--- src/rtl/frps_pkg.sv ---
// package for the fixed radius point search block
// holds request and result structs, opcodes and size constants; no dependencies
package frps_pkg;

  localparam int MaxPointsDef = 64;
  localparam int CoordBitsDef = 32;
  localparam int IdxW = 6;
  localparam int CoordW = 32;

  typedef enum logic [1:0] {
    OP_CLEAR  = 2'd0,
    OP_APPEND = 2'd1,
    OP_FIND   = 2'd2,
    OP_ANY    = 2'd3
  } op_t;

  typedef struct packed {
    logic [1:0]               opcode;
    logic signed [CoordW-1:0] coord_x;
    logic signed [CoordW-1:0] coord_y;
    logic signed [CoordW-1:0] coord_z;
    logic [CoordW-1:0]        search_radius;
  } req_t;

  typedef struct packed {
    logic                     found;
    logic [IdxW-1:0]          point_index;
    logic signed [CoordW-1:0] match_x;
    logic signed [CoordW-1:0] match_y;
    logic signed [CoordW-1:0] match_z;
    logic                     last;
  } res_t;

  // what one cell hands to the next along the row
  typedef struct packed {
    logic                     vld;
    logic                     qend;
    logic [IdxW-1:0]          idx;
    logic signed [CoordW-1:0] px;
    logic signed [CoordW-1:0] py;
    logic signed [CoordW-1:0] pz;
  } tok_t;

endpackage

--- src/rtl/frps_cell.sv ---
// one distance cell: squares one coordinate difference and adds to the running sum
// depends on frps_pkg
module frps_cell #(
  parameter int CoordBits = frps_pkg::CoordBitsDef
) (
  input  logic                      clk,
  input  logic                      rst_n,
  input  frps_pkg::tok_t            tok_in,
  input  logic [65:0]               sum_in,
  input  logic signed [CoordBits:0] a_in,
  input  logic signed [CoordBits:0] b_in,
  output frps_pkg::tok_t            tok_out,
  output logic [65:0]               sum_out
);

  logic [CoordBits:0]   mag;
  logic signed [CoordBits+1:0] d;
  logic [2*CoordBits+1:0] sq;
  frps_pkg::tok_t tok_r;
  logic [65:0]    sum_r;

  always_comb begin
    d   = {a_in[CoordBits], a_in} - {b_in[CoordBits], b_in};
    mag = d[CoordBits+1] ? (CoordBits+1)'(0) - d[CoordBits:0] : d[CoordBits:0];
    sq  = mag * mag;
  end

  always_ff @(posedge clk) begin
    if (!rst_n) begin
      tok_r.vld  <= 1'b0;
      tok_r.qend <= 1'b0;
    end else begin
      tok_r.vld  <= tok_in.vld;
      tok_r.qend <= tok_in.qend;
    end
    tok_r.idx <= tok_in.idx;
    tok_r.px  <= tok_in.px;
    tok_r.py  <= tok_in.py;
    tok_r.pz  <= tok_in.pz;
    sum_r     <= sum_in + 66'(sq);
  end

  assign tok_out = tok_r;
  assign sum_out = sum_r;

endmodule

--- config.mk ---
export PLATFORM = sky130hd
export DESIGN_NAME = frps_cell
export DESIGN_NICKNAME = d
export VERILOG_FILES = /design/src/rtl/frps_pkg.sv /design/src/rtl/frps_cell.sv
export SDC_FILE = /design/constraint.sdc
export NUM_CORES = 2
export LEC_CHECK = 0
export BUFFER_PORTS_ARGS = -buffer_cell sky130_fd_sc_hd__buf_2
export CORE_MARGIN = 2
export CORE_UTILIZATION = 45
export CTS_CLUSTER_SIZE = 25
export DETAILED_ROUTE_END_ITERATION = 10
export PLACE_DENSITY_LB_ADDON = 0.15
export SYNTH_ARGS = -nofsm -noshare
export SYNTH_HDL_FRONTEND = slang
export SYNTH_SLANG_ARGS = --single-unit
--- constraint.sdc ---
create_clock -name clk -period 14.1 [get_ports clk]
set_clock_uncertainty 0.2 [all_clocks]
set_input_delay 1.41 -clock clk [delete_from_list [all_inputs] [get_ports clk]]
set_output_delay 1.41 -clock clk [all_outputs]
set_load 0.03 [all_outputs]
==> flow_summary_export.csv <==
group,metric,value,unit
clock_tree,post-cts-setup-buffers,0,
sta,period_needed,13.10,ns
synth,yosys_warnings,0,
sta,fin_crit_sh,92.9,%
synth,synth-main-ff-cell,"dfxtp_1",
setup_path,startpoint,"a_in[0]",
clock_tree,clockBufferDepth,2,
clock_tree,cts_root_buf,"clkbuf_16",
setup_path,slowest_delay,0.69,ns
setup_path,critical_path.top_delay_family,"adder cells",
layout,drive_gt1_share,13.3,%
drt,via_per_inst,5.03,
setup_path,cp_data_required_time,14.34,ns
layout,fill_cells,8226,
synth,synthCells,4176,
worst_hold_path,hp-start,"tok_in[71]",
sta,setup_viol,0,
drt,drt_pass1_iterations,5,
setup_path,critical_path.endpoint_type,"flop",
setup_path,crit_fanout,20,
synth,synth_top_area_cell,"fa_1",
synth,synth_seq_cells,170,
placed_design,io_buffers,407,
floorplan,die_width,296,um
setup_path,cp-start-kind,"input pin",
floorplan,io_pins,408,
drt,ant_nets,0,
clock_tree,clock-sinks,170,
clock_tree,cts_buffers,17,
drt,drtIter0Drc,1480,
synth,synth_edf_count,0,
synth,synth_top_area_share,48.2,%
synth,syn_area,38300,um2
outcome,status,"finished, final reports clean",
clock_tree,post_cts_resized,0,
clock_tree,cts_hold_buffers,0,
grt,antenna_found_initial,3,
flow_run,maxCapViolations,0,
placed_design,hpwl,99000,um
synth,synth_fp_nets,5632,
grt,grt_pass1_vias,31400,
placed_design,place_congestion,0.946,
clock_tree,htree_levels,4,
layout,final_nets,6036,
setup_path,arrival,13.33,ns
synth,synth.distinct_cells,81,
worst_hold_path,hp-class,"input pin to flop",
drt,drc_errors,0,
grt,grt_first_pass_wirelength,184000,um
floorplan,rows,107,
synth,yosys-top-cells-area,"fa_1, inv_1, ha_1, dfxtp_1, nand2_1",
synth,syn_avg_cell_area,9.18,um2
sta,maxSlewHeadroom,26.4,%
sta,fin_tns_setup,0,ns
synth,yosysSeqAreaShare,8.87,%
sta,slew_violations,0,
floorplan,die-area,87600,um2
drt,wl,119000,um
floorplan,core_area,84700,um2
grt,overflow,0,
clock_tree,clk_pin_slew,0.10,ns
sta,fmax,76.3,MHz
sta,worst_pin_slew,1.10,ns
drt,num_vias,28900,
setup_path,critical_path_class,"input pin to flop",
grt,grt_start_max_net_pins,34,
setup_path,critical_path.slowest_cell,"o21ai_0",
setup_path,crit_path_frequent_cell,"fa_1",
sta,rsz0062_at_grt,"false",
drt,wire_per_inst,20.8,um
clock_tree,cts_tree,"built",
sta,hold_viol,0,
grt,track_usage,28.6,%
setup_path,crit_buf_inv,8,
synth,synthArstFlopShare,0,%
floorplan,start_util,45.2,%
layout,syn_to_final_growth,11.7,%
floorplan,die_h,296,um
## through the flow
| stage | instance area (um2) | std cells | utilization (%) | worst slack [ns] | hold WS (ns) |
|---|---|---|---|---|---|
| floorplan | 38300 | 4176 | - | 1.70 | 1.24 |
| global route | 42800 | 5738 | 50.5 | 0.420 | 0.751 |
| global placement | 42200 | 5705 | 49.8 | 0.792 | 1.31 |
| finish | 42800 | 5738 | 50.5 | 1.00 | 0.784 |
| CTS | 42800 | 5737 | 50.5 | 1.15 | 0.746 |
| detailed placement | 42200 | 5705 | 49.8 | 0.661 | 1.31 |
## path summary, 6_finish.rpt
check             depth (start not counted)             endpoint  slack (ns)
setup / recovery                         43  sum_out[63]$_DFF_P_        1.00
hold / removal                            1  tok_out[71]$_DFF_P_        0.78
## flip-flops by register name (all words and copies together), names as in the netlist
register	flops
tok_out	104
sum_out	66
## synth_stat cells (all sizes together) (26+ instances only)
cell    instances
nand2         371
buf            27
ha            295
nand2b         26
dfxtp         170
a21oi         114
o21ai          76
xnor2          75
nor3           26
clkbuf         99
a21o           56
inv          1241
xor2           40
nor2          352
fa            923
## final cells by class
class	instances	area, um2	area share (%)
flip-flops and latches	170	3400	7.95
multi-input cells	2631	29800	69.7
inverters	1249	4690	11.0
repair buffers	511	2820	6.58
well taps	1144	1430	3.34
clock inverters	15	209	0.488
clock buffers	17	425	0.993
diodes	1	2.50	0.00584
## cells in the final DEF, fill, tap and decap left out, types with 6 or more instances in the layout
cell type  netlist  layout
nand3_1         24      24
nor2_2          20      20
clkbuf_16        0      17
a21oi_1        114     114
and3_1          17      17
mux2i_1          7       7
a21o_1          56      56
nand4_1         14      14
fa_1           923     923
o31ai_1         10       9
ha_1           295     295
o21bai_1        13      13
xnor2_1         75      60
o21a_1          18      18
xor2_1          40      37
a211o_1          6       6
xnor2_2          0      15
buf_4            0     104
nand2b_1        26      26
nor3_1          25      25
nor2b_1         12      12
a211oi_1        16      16
and2_1          15      15
buf_2           18     407
clkinv_1         8       8
inv_1         1238    1238
nor2_1         332     332
or2_2            8       8
nand2_1        371     371
or3_1           11      11
a31oi_1         10      10
nor4_1           7       7
dfxtp_1        170     170
o21ai_0         72      72
o211ai_1         9       9
## per-layer routing
metal | GRT usage (%) | up-vias | share of wire, %
met5 | 0 | - | 0.013
met4 | 11.3 | 2 | 4.3
met3 | 4.00 | 232 | 5.5
met2 | 50.0 | 904 | 51
met1 | 35.9 | 14700 | 40
li1 | - | 13000 | -
## kinds of logic after synthesis
logic type	after synthesis	synth area share, %
AOI/OAI and AO/OA	381	6.51
buffers and inverters	1375	13.7
DFF	170	8.87
xor gates and xnor gates	115	2.63
and+or+nand+nor	909	10.3
muxes	8	0.222
adders and majority gates	1218	57.8
Power is left out: the tool's default activity adds up to more than one toggle a clock period on the data nets, which glitch-free logic cannot reach.
